File: config.mk
export PLATFORM = sky130hd
export DESIGN_NAME = bccm_div
export DESIGN_NICKNAME = d
export VERILOG_FILES = /design/src/rtl/box_circle_collision_manifold_assert.svh /design/src/rtl/bccm_pkg.sv /design/src/rtl/bccm_div.sv
export SDC_FILE = /design/constraint.sdc
export NUM_CORES = 2
export LEC_CHECK = 0
export BUFFER_PORTS_ARGS = -buffer_cell sky130_fd_sc_hd__buf_2
export CAP_MARGIN = 20
export CORE_UTILIZATION = 40
export DETAILED_ROUTE_END_ITERATION = 12
export PLACE_DENSITY = 0.62
export SLEW_MARGIN = 40
export SYNTH_ARGS = -nofsm -noshare
export SYNTH_HDL_FRONTEND = slang
export SYNTH_SLANG_ARGS = --single-unit
export TNS_END_PERCENT = 5
File: constraint.sdc
create_clock -name clk -period 4.8 [get_ports clk]
set_input_delay 0.48 -clock clk [delete_from_list [all_inputs] [get_ports clk]]
set_output_delay 0.48 -clock clk [all_outputs]
set_load 0.05 [all_outputs]
File: src/rtl/box_circle_collision_manifold_assert.svh
// ----------------------------------------------------------------------------
// Assertion macros for the collision manifold block
// Same-cycle implication and next-cycle checks, compiled out with ASSERT_OFF.
// ----------------------------------------------------------------------------
`ifndef BOX_CIRCLE_COLLISION_MANIFOLD_ASSERT_SVH
`define BOX_CIRCLE_COLLISION_MANIFOLD_ASSERT_SVH

`ifndef ASSERT_OFF
`define BCCM_ASSERT_SAME(lbl, ck, rs, ante, cons) \
  lbl: assert property (@(posedge ck) disable iff (rs) (ante) |-> (cons)) \
    else $error("bccm assertion failed");
`define BCCM_ASSERT_NEXT(lbl, ck, rs, ante, cons) \
  lbl: assert property (@(posedge ck) disable iff (rs) (ante) |=> (cons)) \
    else $error("bccm assertion failed");
`else
`define BCCM_ASSERT_SAME(lbl, ck, rs, ante, cons)
`define BCCM_ASSERT_NEXT(lbl, ck, rs, ante, cons)
`endif

`endif

File: src/rtl/bccm_pkg.sv
// ----------------------------------------------------------------------------
// bccm_pkg
// Shared types and constants of the collision manifold block.
// ----------------------------------------------------------------------------
`default_nettype none

package bccm_pkg;

  localparam int POS_W  = 24;  // Q16.8 positions
  localparam int SIZE_W = 22;  // Q14.8 sizes and radii
  localparam int PEN_W  = 23;  // Q15.8 penetration
  localparam int NRM_W  = 16;  // Q1.14 normal components
  localparam int TOL_W  = 8;
  localparam int CW     = 27;  // internal coordinate / difference width
  localparam int MAG_W  = 23;  // |dx|, |dy| once known below the radius
  localparam int SQ_W   = 2 * MAG_W;
  localparam int D2_W   = SQ_W + 1;
  localparam int ROOT_W = 32;  // floor(sqrt(dist2 * 2^16))
  localparam int QUO_W  = 16;
  localparam int DIV_SH = 22;  // 14 normal + 16 root - 8 magnitude fraction bits
  localparam int NUM_W  = ROOT_W + QUO_W;

  localparam logic [TOL_W-1:0] TOL_RESET = 8'd1;
  localparam logic signed [NRM_W-1:0] NRM_ONE  = 16'sd16384;
  localparam logic signed [NRM_W-1:0] NRM_NEG  = -16'sd16384;
  localparam logic signed [NRM_W-1:0] NRM_ZERO = 16'sd0;
  localparam logic [QUO_W-1:0] Q_ONE = 16'd16384;

  typedef enum logic [1:0] {
    KIND_BB = 2'd0,
    KIND_BC = 2'd1,
    KIND_CB = 2'd2,
    KIND_CC = 2'd3
  } kind_t;

  typedef logic signed [CW-1:0]    crd_t;
  typedef logic signed [NRM_W-1:0] nrm_t;

endpackage

`default_nettype wire

File: src/rtl/bccm_div.sv
// ----------------------------------------------------------------------------
// bccm_div
// Pipelined restoring unsigned divider, one quotient bit per stage.
// ----------------------------------------------------------------------------
`default_nettype none

module bccm_div #(
  parameter int NW = bccm_pkg::NUM_W,
  parameter int DW = bccm_pkg::ROOT_W,
  parameter int QW = bccm_pkg::QUO_W
) (
  input  logic          clk,
  input  logic          en,
  input  logic [NW-1:0] num,
  input  logic [DW-1:0] den,
  output logic [QW-1:0] quo
);

  logic [NW-1:0] rem_r [QW];
  logic [DW-1:0] dv_r  [QW];
  logic [QW-1:0] q_r   [QW];

  for (genvar k = 0; k < QW; k++) begin : g_stage
    localparam int I = QW - 1 - k;
    logic [NW-1:0] rem_in;
    logic [NW-1:0] trial;
    logic [DW-1:0] dv_in;
    logic [QW-1:0] q_in;

    if (k == 0) begin : g_first
      assign rem_in = num;
      assign dv_in  = den;
      assign q_in   = '0;
    end else begin : g_next
      assign rem_in = rem_r[k-1];
      assign dv_in  = dv_r[k-1];
      assign q_in   = q_r[k-1];
    end

    assign trial = NW'(dv_in) << I;

    always_ff @(posedge clk) begin
      if (en) begin
        dv_r[k] <= dv_in;
        if (rem_in >= trial) begin
          rem_r[k] <= rem_in - trial;
          q_r[k]   <= q_in | (QW'(1) << I);
        end else begin
          rem_r[k] <= rem_in;
          q_r[k]   <= q_in;
        end
      end
    end
  end

  assign quo = q_r[QW-1];

endmodule

`default_nettype wire

==> results.cfg <==
[synthesis]
synth_edf_count = 1336
synth_warnings = 0
portion_of_the_post_synthesis_area_used_by_sequential_elements = 0.529
yosys-top-cells-area = sky130_fd_sc_hd__edfxtp_1, sky130_fd_sc_hd__ha_1, sky130_fd_sc_hd__a21oi_1
postSynthNetCount = 7632
postSynthAreaPerCell_sq_um = 10.8
postSynth.topFlopCell = sky130_fd_sc_hd__edfxtp_1
synthesis.instances = 7023
syn_area_sq_mm = 0.0758
synth.distinct_cells = 93
synth.ff_latch_count = 1336
synth_largest_area_cell = sky130_fd_sc_hd__edfxtp_1
netlist.area_leader.share = 0.529
asyncSetResetFlopFracSynth = 0

[cells_and_area]
drive_gt1_frac = 0.0688
diodes = 0
design_area_sq_mm = 0.0851
layout-area-overhead-vs-synth_pct = 12.2
finish.net_count = 7835
post-route-util = 0.452

[routing]
vias = 51500
route.detailed.drc = 6
drt_pre_antenna_iters = 10
route.detailed.vias_per_inst = 5.24
wl_per_cell_um = 17.1
antenna_violating_nets_post_route = 0
detail_route.wirelength_mm = 168
drtIter0Drc = 3008

[clocking]
cts_root_buf = sky130_fd_sc_hd__clkbuf_16
buffer_count_from_post_cts_setup_fixing = 0
clock_path_buffers = 3
clock_sink_count = 1336
worstSkewPairLatency_ns = 0.78
cts_made_buffers = 151
htreeDepth = 4
tritoncts = built
path_clk_slew_ns = 0.06

[timing]
max_freq_mhz = 230
slew_viol_final = 0
slew_headroom = 0.356
layout_min_cycle_time_ns = 4.36
max_slew.worst_pin.slew_ns = 0.956
grt_setup_unrepaired = no
fin_worst_skew_ns = 0.0216
hold_slack_final_ns = 0.121
setup_tns_ns = 0
timing.final.hold_violations = 0
finalSetupViolations = 0
final_cycle_utilization_of_the_critical_path = 0.907

[pwr]
totalPowerFinal_uw = 49600
worst_ir_drop_vdd_uv = 334
power_leakage_uw = 0.0337
power.density_cell_area_mw_per_mm2 = 583

[die]
core_footprint_sq_mm = 0.188
boundaryPins = 98
die_width_um = 437
die_height_um = 437
die-area_sq_mm = 0.191
initial_core_util = 0.403
num_rows = 159

[setup_path]
critical_path.max_fanout = 4
worst_path_max_delay_cell = sky130_fd_sc_hd__a2111oi_4
critPathArrivalTime_ns = 4.88
worst_ep_required_time_ns = 5.32
critical_path_buf_inv_count = 2
cpMostUsedCell = sky130_fd_sc_hd__o21ai_0
slowest_delay_ns = 0.46
r2r_setup_slack_ns = 0.44
worst_r2r_startpoint = rem_r[0][249]
worstSetupStartpoint = rem_r[0][249]
crit_path_end_kind = flop
timing.setup.critical_path_class = flop to flop
cp-start-kind = flop
crit_path_cell_trace = inv_1 -> ha_1 -> inv_1 -> fa_1 -> a211oi_1 -> o21ai_0 -> o221a_2 -> o21ai_0 -> and3_1 -> o21ai_0 -> o21ai_0 -> nor3_1 -> a2111oi_4 -> nand2_1 -> xnor2_1
crit_family = compound AO/OA/AOI/OAI gates

[global_route]
antenna_found_initial = 0
grt_start_max_net_pins = 182
globalRouteOverflowTotal = 0
total_grt_usage = 0.172
number_of_global_route_vias_before_repair = 52600
wire_length_of_the_first_global_routing_pass_mm = 267

[min_path]
holdCritStartpoint = en
hold_crit_class = input pin to flop

[run_status]
status = finished, violations left
violated_checks = DRC

[placed_design]
postPlaceCellArea_sq_mm = 0.0795
globalplace.congestion = 0.916
port_buffers = 97
hpwlAfterDp_mm = 129

[job]
drv_cap = 0
-- repair_timing --
| action | CTS | global route |
|---|---|---|
| endpoints found under the hold margin | 80 | 0 |
| gates resized for setup | 0 | 0 |
| hold buffers | 80 | 0 |
-- cells in the final DEF, fill, tap and decap left out, types with 247 or more instances in the layout --
cell type	n
sky130_fd_sc_hd__a21o_1	301
sky130_fd_sc_hd__edfxtp_1	1336
sky130_fd_sc_hd__nand2_1	658
sky130_fd_sc_hd__xnor2_1	286
sky130_fd_sc_hd__nor2_1	389
sky130_fd_sc_hd__a21oi_1	589
sky130_fd_sc_hd__ha_1	512
sky130_fd_sc_hd__o21ai_0	553
sky130_fd_sc_hd__xor2_1	247
sky130_fd_sc_hd__inv_1	654
-- report_power, final --
group / internal [uW] / switching, uW
Clock: 6460 / 4610
Sequential: 16800 / 1640
Combinational: 8470 / 11700
-- metrics by stage --
stage               std cells  setup slack, ns
finish                   9837            0.444
global route             9837            0.189
CTS                      9835            0.508
detailed placement       9486            0.508
global placement         9486            0.504
floorplan                7023             1.33
-- flip-flops by register name, indices dropped and copies added (netlist names) --
| register | cells |
|---|---|
| q_r | 136 |
| dv_r | 480 |
| rem_r | 720 |
-- Yosys cell counts (all sizes together) (10+ instances only) --
library cell and instances:
o31ai 33, o21bai 74, or2 17, nand3 127, a31o 10, nor3b 11, a211oi 37, and3 40
a21o 302, o21ai 563, or4 21, ha 512, a311oi 10, nor4b 20, and4 14, a221o 11
a21oi 594, nand3b 12, o21a 51, nand2 658, buf 44, inv 654, a31oi 69, a21boi 13
xnor2 286, a211o 16, nand2b 60, nand4b 12, or3 34, o31a 10, nor4 69, fa 15
nand4 90, nor2b 62, nor3 91, mux2 52, o211ai 33, edfxtp 1336, clkbuf 167, o2111ai 13
and2 29, nor2 389, a2111oi 17, xor2 247
-- per-layer routing --
layer | part of all wire | wire length [um] | global-route usage
met1 | 0.38 | 64300 | 0.172
met2 | 0.53 | 88200 | 0.334
met3 | 0.029 | 4810 | 0.0238
met4 | 0.063 | 10500 | 0.104
met5 | 0 | 0 | 0
-- final timing paths --
path                        end  cells after the start
setup / recovery  rem_r[0][331]                     15
hold / removal    rem_r[1][292]                      1
setup reg to reg  rem_r[0][331]                     15
hold reg to reg      q_r[1][41]                      0
-- cells by family after synthesis --
group                    synth area share
AND/OR/NAND/NOR                     0.111
XOR/XNOR                           0.0616
multiplexers                      0.00839
adder cells (fa/ha/maj)            0.0885
flip-flops                          0.529
buffers and inverters              0.0434
AO/OA/AOI/OAI                       0.157
-- worst reg2reg max path, stage by stage (launching register included) --
cell and delay, ns:
sky130_fd_sc_hd__edfxtp_1 0.40, sky130_fd_sc_hd__inv_1 0.08, sky130_fd_sc_hd__ha_1 0.16, sky130_fd_sc_hd__inv_1 0.05
sky130_fd_sc_hd__fa_1 0.41, sky130_fd_sc_hd__a211oi_1 0.27, sky130_fd_sc_hd__o21ai_0 0.23, sky130_fd_sc_hd__o221a_2 0.39
sky130_fd_sc_hd__o21ai_0 0.29, sky130_fd_sc_hd__and3_1 0.29, sky130_fd_sc_hd__o21ai_0 0.14, sky130_fd_sc_hd__o21ai_0 0.45
sky130_fd_sc_hd__nor3_1 0.21, sky130_fd_sc_hd__a2111oi_4 0.46, sky130_fd_sc_hd__nand2_1 0.13, sky130_fd_sc_hd__xnor2_1 0.14
-- layout make-up --
| type | count | area, sq um |
|---|---|---|
| Fill cell | 17100 | 103000 |
| Sequential cell | 1336 | 40100 |
| Multi-Input combinational cell | 4822 | 32500 |
| Clock buffer | 192 | 3980 |
| Tap cell | 2495 | 3120 |
| Inverter | 654 | 2450 |
| Timing Repair Buffer | 261 | 2150 |
| Clock inverter | 77 | 769 |
No activity file was read; power rests on OpenSTA's default activity.
