`src/rtl/box_circle_collision_manifold_assert.svh`:
```
// ----------------------------------------------------------------------------
// Assertion macros for the collision manifold block
// Same-cycle implication and next-cycle checks, compiled out with ASSERT_OFF.
// ----------------------------------------------------------------------------
`ifndef BOX_CIRCLE_COLLISION_MANIFOLD_ASSERT_SVH
`define BOX_CIRCLE_COLLISION_MANIFOLD_ASSERT_SVH

`ifndef ASSERT_OFF
`define BCCM_ASSERT_SAME(lbl, ck, rs, ante, cons) \
  lbl: assert property (@(posedge ck) disable iff (rs) (ante) |-> (cons)) \
    else $error("bccm assertion failed");
`define BCCM_ASSERT_NEXT(lbl, ck, rs, ante, cons) \
  lbl: assert property (@(posedge ck) disable iff (rs) (ante) |=> (cons)) \
    else $error("bccm assertion failed");
`else
`define BCCM_ASSERT_SAME(lbl, ck, rs, ante, cons)
`define BCCM_ASSERT_NEXT(lbl, ck, rs, ante, cons)
`endif

`endif

```
`src/rtl/bccm_pkg.sv`:
```
// ----------------------------------------------------------------------------
// bccm_pkg
// Shared types and constants of the collision manifold block.
// ----------------------------------------------------------------------------
`default_nettype none

package bccm_pkg;

  localparam int POS_W  = 24;  // Q16.8 positions
  localparam int SIZE_W = 22;  // Q14.8 sizes and radii
  localparam int PEN_W  = 23;  // Q15.8 penetration
  localparam int NRM_W  = 16;  // Q1.14 normal components
  localparam int TOL_W  = 8;
  localparam int CW     = 27;  // internal coordinate / difference width
  localparam int MAG_W  = 23;  // |dx|, |dy| once known below the radius
  localparam int SQ_W   = 2 * MAG_W;
  localparam int D2_W   = SQ_W + 1;
  localparam int ROOT_W = 32;  // floor(sqrt(dist2 * 2^16))
  localparam int QUO_W  = 16;
  localparam int DIV_SH = 22;  // 14 normal + 16 root - 8 magnitude fraction bits
  localparam int NUM_W  = ROOT_W + QUO_W;

  localparam logic [TOL_W-1:0] TOL_RESET = 8'd1;
  localparam logic signed [NRM_W-1:0] NRM_ONE  = 16'sd16384;
  localparam logic signed [NRM_W-1:0] NRM_NEG  = -16'sd16384;
  localparam logic signed [NRM_W-1:0] NRM_ZERO = 16'sd0;
  localparam logic [QUO_W-1:0] Q_ONE = 16'd16384;

  typedef enum logic [1:0] {
    KIND_BB = 2'd0,
    KIND_BC = 2'd1,
    KIND_CB = 2'd2,
    KIND_CC = 2'd3
  } kind_t;

  typedef logic signed [CW-1:0]    crd_t;
  typedef logic signed [NRM_W-1:0] nrm_t;

endpackage

`default_nettype wire

```
`src/rtl/bccm_sqrt.sv`:
```
// ----------------------------------------------------------------------------
// bccm_sqrt
// Pipelined restoring integer square root, one root bit per stage.
// ----------------------------------------------------------------------------
`default_nettype none

module bccm_sqrt #(
  parameter int RW = bccm_pkg::ROOT_W
) (
  input  logic            clk,
  input  logic            en,
  input  logic [2*RW-1:0] arg,
  output logic [RW-1:0]   root
);

  localparam int AW = 2 * RW;

  logic [AW-1:0] rem_r [RW];
  logic [RW-1:0] rt_r  [RW];

  for (genvar k = 0; k < RW; k++) begin : g_stage
    localparam int I = RW - 1 - k;
    logic [AW-1:0] rem_in;
    logic [AW-1:0] trial;
    logic [RW-1:0] rt_in;
    logic [RW-1:0] rt_set;

    if (k == 0) begin : g_first
      assign rem_in = arg;
      assign rt_in  = '0;
    end else begin : g_next
      assign rem_in = rem_r[k-1];
      assign rt_in  = rt_r[k-1];
    end

    // (root + 2^i)^2 - root^2 = root * 2^(i+1) + 2^(2i)
    always_comb begin
      trial  = (AW'(rt_in) << (I + 1)) | (AW'(1) << (2 * I));
      rt_set = rt_in | (RW'(1) << I);
    end

    always_ff @(posedge clk) begin
      if (en) begin
        if (rem_in >= trial) begin
          rem_r[k] <= rem_in - trial;
          rt_r[k]  <= rt_set;
        end else begin
          rem_r[k] <= rem_in;
          rt_r[k]  <= rt_in;
        end
      end
    end
  end

  assign root = rt_r[RW-1];

endmodule

`default_nettype wire

```
`config.mk`:
```
export PLATFORM = sky130hd
export DESIGN_NAME = bccm_sqrt
export DESIGN_NICKNAME = d
export VERILOG_FILES = /design/src/rtl/box_circle_collision_manifold_assert.svh /design/src/rtl/bccm_pkg.sv /design/src/rtl/bccm_sqrt.sv
export SDC_FILE = /design/constraint.sdc
export NUM_CORES = 2
export LEC_CHECK = 0
export BUFFER_PORTS_ARGS = -buffer_cell sky130_fd_sc_hd__clkbuf_2
export CAP_MARGIN = 20
export CORE_ASPECT_RATIO = 1.5
export CORE_MARGIN = 1.5
export CORE_UTILIZATION = 45
export DETAILED_ROUTE_END_ITERATION = 8
export GPL_ROUTABILITY_DRIVEN = 0
export PLACE_DENSITY = 0.68
export SYNTH_ARGS = -nofsm -noshare
export SYNTH_HDL_FRONTEND = slang
export SYNTH_SLANG_ARGS = --single-unit
```
`constraint.sdc`:
```
create_clock -name clk -period 4.9 [get_ports clk]
set_clock_uncertainty 0.15 [all_clocks]
set_input_delay 0.245 -clock clk [delete_from_list [all_inputs] [get_ports clk]]
set_output_delay 0.245 -clock clk [all_outputs]
set_load 0.1 [all_outputs]
```
==> out/summary.md <==
Data arrives at the worst endpoint at 5.17 ns. The run gives 0.623 as the share of the yosys chip area belonging to registers. The number of antenna violations at the first check in global routing is 18.

The worst setup path is captured at a flop. Detail-routed via count per cell: 5.80. For this run, the leading register cell type out of synthesis is sky130_fd_sc_hd__edfxtp_1. The average detailed-routed wire length per instance was 23.8 um. The total setup violations reported at the end of the flow is 0, and the maximum fanout encountered on the critical timing path is 6. Cell with the largest stage delay on the worst path: sky130_fd_sc_hd__a311oi_1.

Counting flops with a built-in enable in the synthesized netlist gives 2,512. After clock tree synthesis, the clock-pin slew on the worst setup and hold paths is 0.07 ns. The max-cap violation count is 0, and the average cell area after synthesis is 12.4 sq um. In the routed design, unresolved DRC markers number 0. The root cell of the clock tree is sky130_fd_sc_hd__clkbuf_16.

TritonCTS built the clock tree. Tracing the worst setup path back leads to its startpoint at rem_r[1][654]. Start point of the worst min-delay path: arg[63].

The number of nets in the synthesized netlist is 10,373. Net count reported at finish: 10,788. Summed over all cells, the static leakage comes to 50.5 nW. For this run, the number of Yosys warnings is 0.

In this run the worst hold path is classified as input pin to flop. For the via count of the first global-routing pass, the log shows 82,947. Once layout is complete, the cells apart from fillers number 13,889. 98 I/O pins were placed. Core utilization of the finished layout: 0.506.

The logs give 121,000 sq um for the cell area after synthesis and 0.167 for the worst slew margin relative to its limit. The critical path is of the flop to flop type. Before CTS, the worst setup slack after placement is 0.170 ns. Post-CTS timing repair inserted 0 buffers for setup. The logs give 0.93 ns for the clock latency reported for the late side of the worst-skew pair and 0.239 for the total routing resource utilization after global routing. The die is 638 um tall.

The synthesized design contains 2,512 register bits. For the pin with the worst max-slew slack, the measured transition is 1.24 ns. The flow ran to the end, and the final reports show no timing, DRC or antenna violations. The number of placed instances, taps included, is 13,321. The logs give 248 mm for the detailed-placement wirelength estimate and 0 for the final count of pins violating max slew. The total area inside the core boundary comes to 268,000 sq um.

The count of buffers from port buffering was 97. After global routing the overflow that remains totals 0. Startpoint of the worst register-to-register path: rem_r[1][654]. The worst hold slack across all endpoints came out at 0.144 ns.

Leaving out fill and tap cells, the most frequent cells in the layout are sky130_fd_sc_hd__edfxtp_1, sky130_fd_sc_hd__nand2_1, sky130_fd_sc_hd__inv_1, sky130_fd_sc_hd__nor2_1, sky130_fd_sc_hd__ha_1. The worst setup path is launched from a flop. Synthesis produced 9,749 cells. The area of the die is 272,000 sq um. The clock net in this run drives a total of 2,512 sinks. The netlist uses 91 different library cells.

The hold violation count in the final report was 0; the data required time at the worst endpoint was 5.30 ns. In this run the power density over the cells is 456 nW/um^2. The critical path goes through ha_1 -> nand4_1 -> a211oi_1 -> o31ai_1 -> o41ai_1 -> buf_4 -> a311oi_1 -> o21ai_0 -> a41oi_1 -> nand3_1 -> xnor2_1. Period utilization: 0.972.

The number of levels the H-tree was split into was 4; the wire length of the first global-routing pass was 489 mm. The logs give 0.136 ns for the worst-case setup margin in the final layout and 22,374 for the number of filler instances in the final layout. The run gives 331 mm as the total routed wirelength. Setup repair after global routing left no endpoint under its margin. For the number of CTS-inserted buffers, the log shows 235. Relative to the synthesized area, the layout overhead comes to 12.0%. The largest net degree at the start of global routing came out at 166.

The clock period minus final worst setup slack came out at 4.76 ns. The async set or reset register ratio after synthesis was 0; the initial core utilization was 0.452. The highest attainable clock frequency is 0.210 GHz, and the via count is 80,537. Across the VDD grid, the largest voltage drop is 0.000399 V. The first detailed-routing pass took 8 iterations.

In this run the remaining antenna-violating nets after routing total 0. The starting DRC count in detailed routing was 6,186; the floorplan die width was 427 um. Cell row count: 233.

The most frequent standard cell in the layout excluding fill and tap cells was sky130_fd_sc_hd__edfxtp_1. The peak per-stage delay on the critical path is 0.73 ns. The clock passes through at most 4 buffers. The power consumption is 61.9 mW, and the share of cells above drive strength 1 is 0.0783.
[per-layer routing]
| layer | vias up | GRT usage | share of wire |
|---|---|---|---|
| met5 | - | 0 | 0.00024 |
| met4 | 12 | 0.235 | 0.12 |
| met3 | 1388 | 0.0384 | 0.046 |
| met2 | 3089 | 0.473 | 0.56 |
| met1 | 38829 | 0.188 | 0.28 |
| li1 | 37219 | - | - |
[cells by family after synthesis]
family / synth area share
simple gates: 0.127
flops: 0.623
compound gates: 0.0924
buf+inv: 0.0283
xor+xnor: 0.0642
fa+ha+maj: 0.0576
mux: 0.00716
[synth_stat cells (16+ instances only)]
cell	number	area, sq um
sky130_fd_sc_hd__nand4b_1	24	210
sky130_fd_sc_hd__o21a_1	86	646
sky130_fd_sc_hd__clkbuf_1	196	736
sky130_fd_sc_hd__a31oi_1	51	319
sky130_fd_sc_hd__xnor2_1	458	4010
sky130_fd_sc_hd__nand2b_1	134	838
sky130_fd_sc_hd__nand3b_1	34	255
sky130_fd_sc_hd__inv_1	682	2560
sky130_fd_sc_hd__and3_1	46	288
sky130_fd_sc_hd__or2_2	49	307
sky130_fd_sc_hd__and4_1	20	175
sky130_fd_sc_hd__and2_1	28	175
sky130_fd_sc_hd__nand3_1	169	846
sky130_fd_sc_hd__xor2_1	430	3770
sky130_fd_sc_hd__a211oi_1	45	338
sky130_fd_sc_hd__or3_1	93	582
sky130_fd_sc_hd__a21o_1	229	1720
sky130_fd_sc_hd__a31o_2	16	140
sky130_fd_sc_hd__or4_1	52	390
sky130_fd_sc_hd__edfxtp_1	2512	75400
sky130_fd_sc_hd__o21ai_0	506	2530
sky130_fd_sc_hd__nor4_1	352	2200
sky130_fd_sc_hd__o31ai_1	39	293
sky130_fd_sc_hd__nor4b_1	67	587
sky130_fd_sc_hd__a21oi_1	548	2740
sky130_fd_sc_hd__nand2_1	743	2790
sky130_fd_sc_hd__a21boi_0	20	150
sky130_fd_sc_hd__nor2b_1	74	463
sky130_fd_sc_hd__mux2_2	69	777
sky130_fd_sc_hd__nor3_1	284	1420
sky130_fd_sc_hd__nand4_1	152	951
sky130_fd_sc_hd__ha_1	558	6980
sky130_fd_sc_hd__o211ai_1	33	248
sky130_fd_sc_hd__nor2_1	585	2200
sky130_fd_sc_hd__nor3b_1	30	225
sky130_fd_sc_hd__o21bai_1	63	473
sky130_fd_sc_hd__a211o_1	16	140
[critical path: cells and delay by family, from the launching register on]
kind	cells	cell delay, ns
and+or+nand+nor	2	0.58
xor gates and xnor gates	1	0.16
buffers and inverters	1	0.18
adders and majority gates	1	0.40
AOI/OAI and AO/OA	6	2.53
DFF	1	0.39
[through the flow]
stage               area, sq um  setup TNS (ns)
finish                   136000               0
floorplan                121000               0
global route             136000               0
CTS                      136000               0
global placement         127000           -1.63
detailed placement       127000               0
[state kept, by name, indices dropped and copies added, names as in the netlist]
register,count
rem_r,1984
rt_r,528
[power by group]
part           total [mW]  internal, mW  switching (mW)  leakage, nW
registers            29.5          27.2            2.24         24.2
clock network        18.3          10.2            8.12         3.68
logic                14.1          5.52            8.59         22.6
total                61.9          42.9            19.0         50.5
[worst paths after layout]
kind | to | slack (ns) | cells after the start
hold reg to reg | rt_r[1][255] | 0.23 | 0
setup reg to reg | rem_r[1][749] | 0.14 | 11
hold / removal | rem_r[0][63] | 0.14 | 4
setup / recovery | rem_r[1][749] | 0.14 | 11
[repair_timing]
item / 4_1_cts / 5_1_grt
hold endpoints to repair: 159 / 0
hold buffers: 129 / 0
resized for setup: 0 / 4
setup endpoints to repair: 0 / 16
[layout make-up]
class                           instances  area [sq um]  area share
Timing Repair Buffer                  402          3250      0.0239
Tap cell                             3525          4410      0.0325
Multi-Input combinational cell       6328         42400       0.312
Clock buffer                          262          6000      0.0442
Inverter                              685          2570      0.0190
Clock inverter                        162          1610      0.0119
Antenna cell                           13          32.5    0.000240
Sequential cell                      2512         75400       0.556
Note: power is estimated with default switching activity, not from simulation.
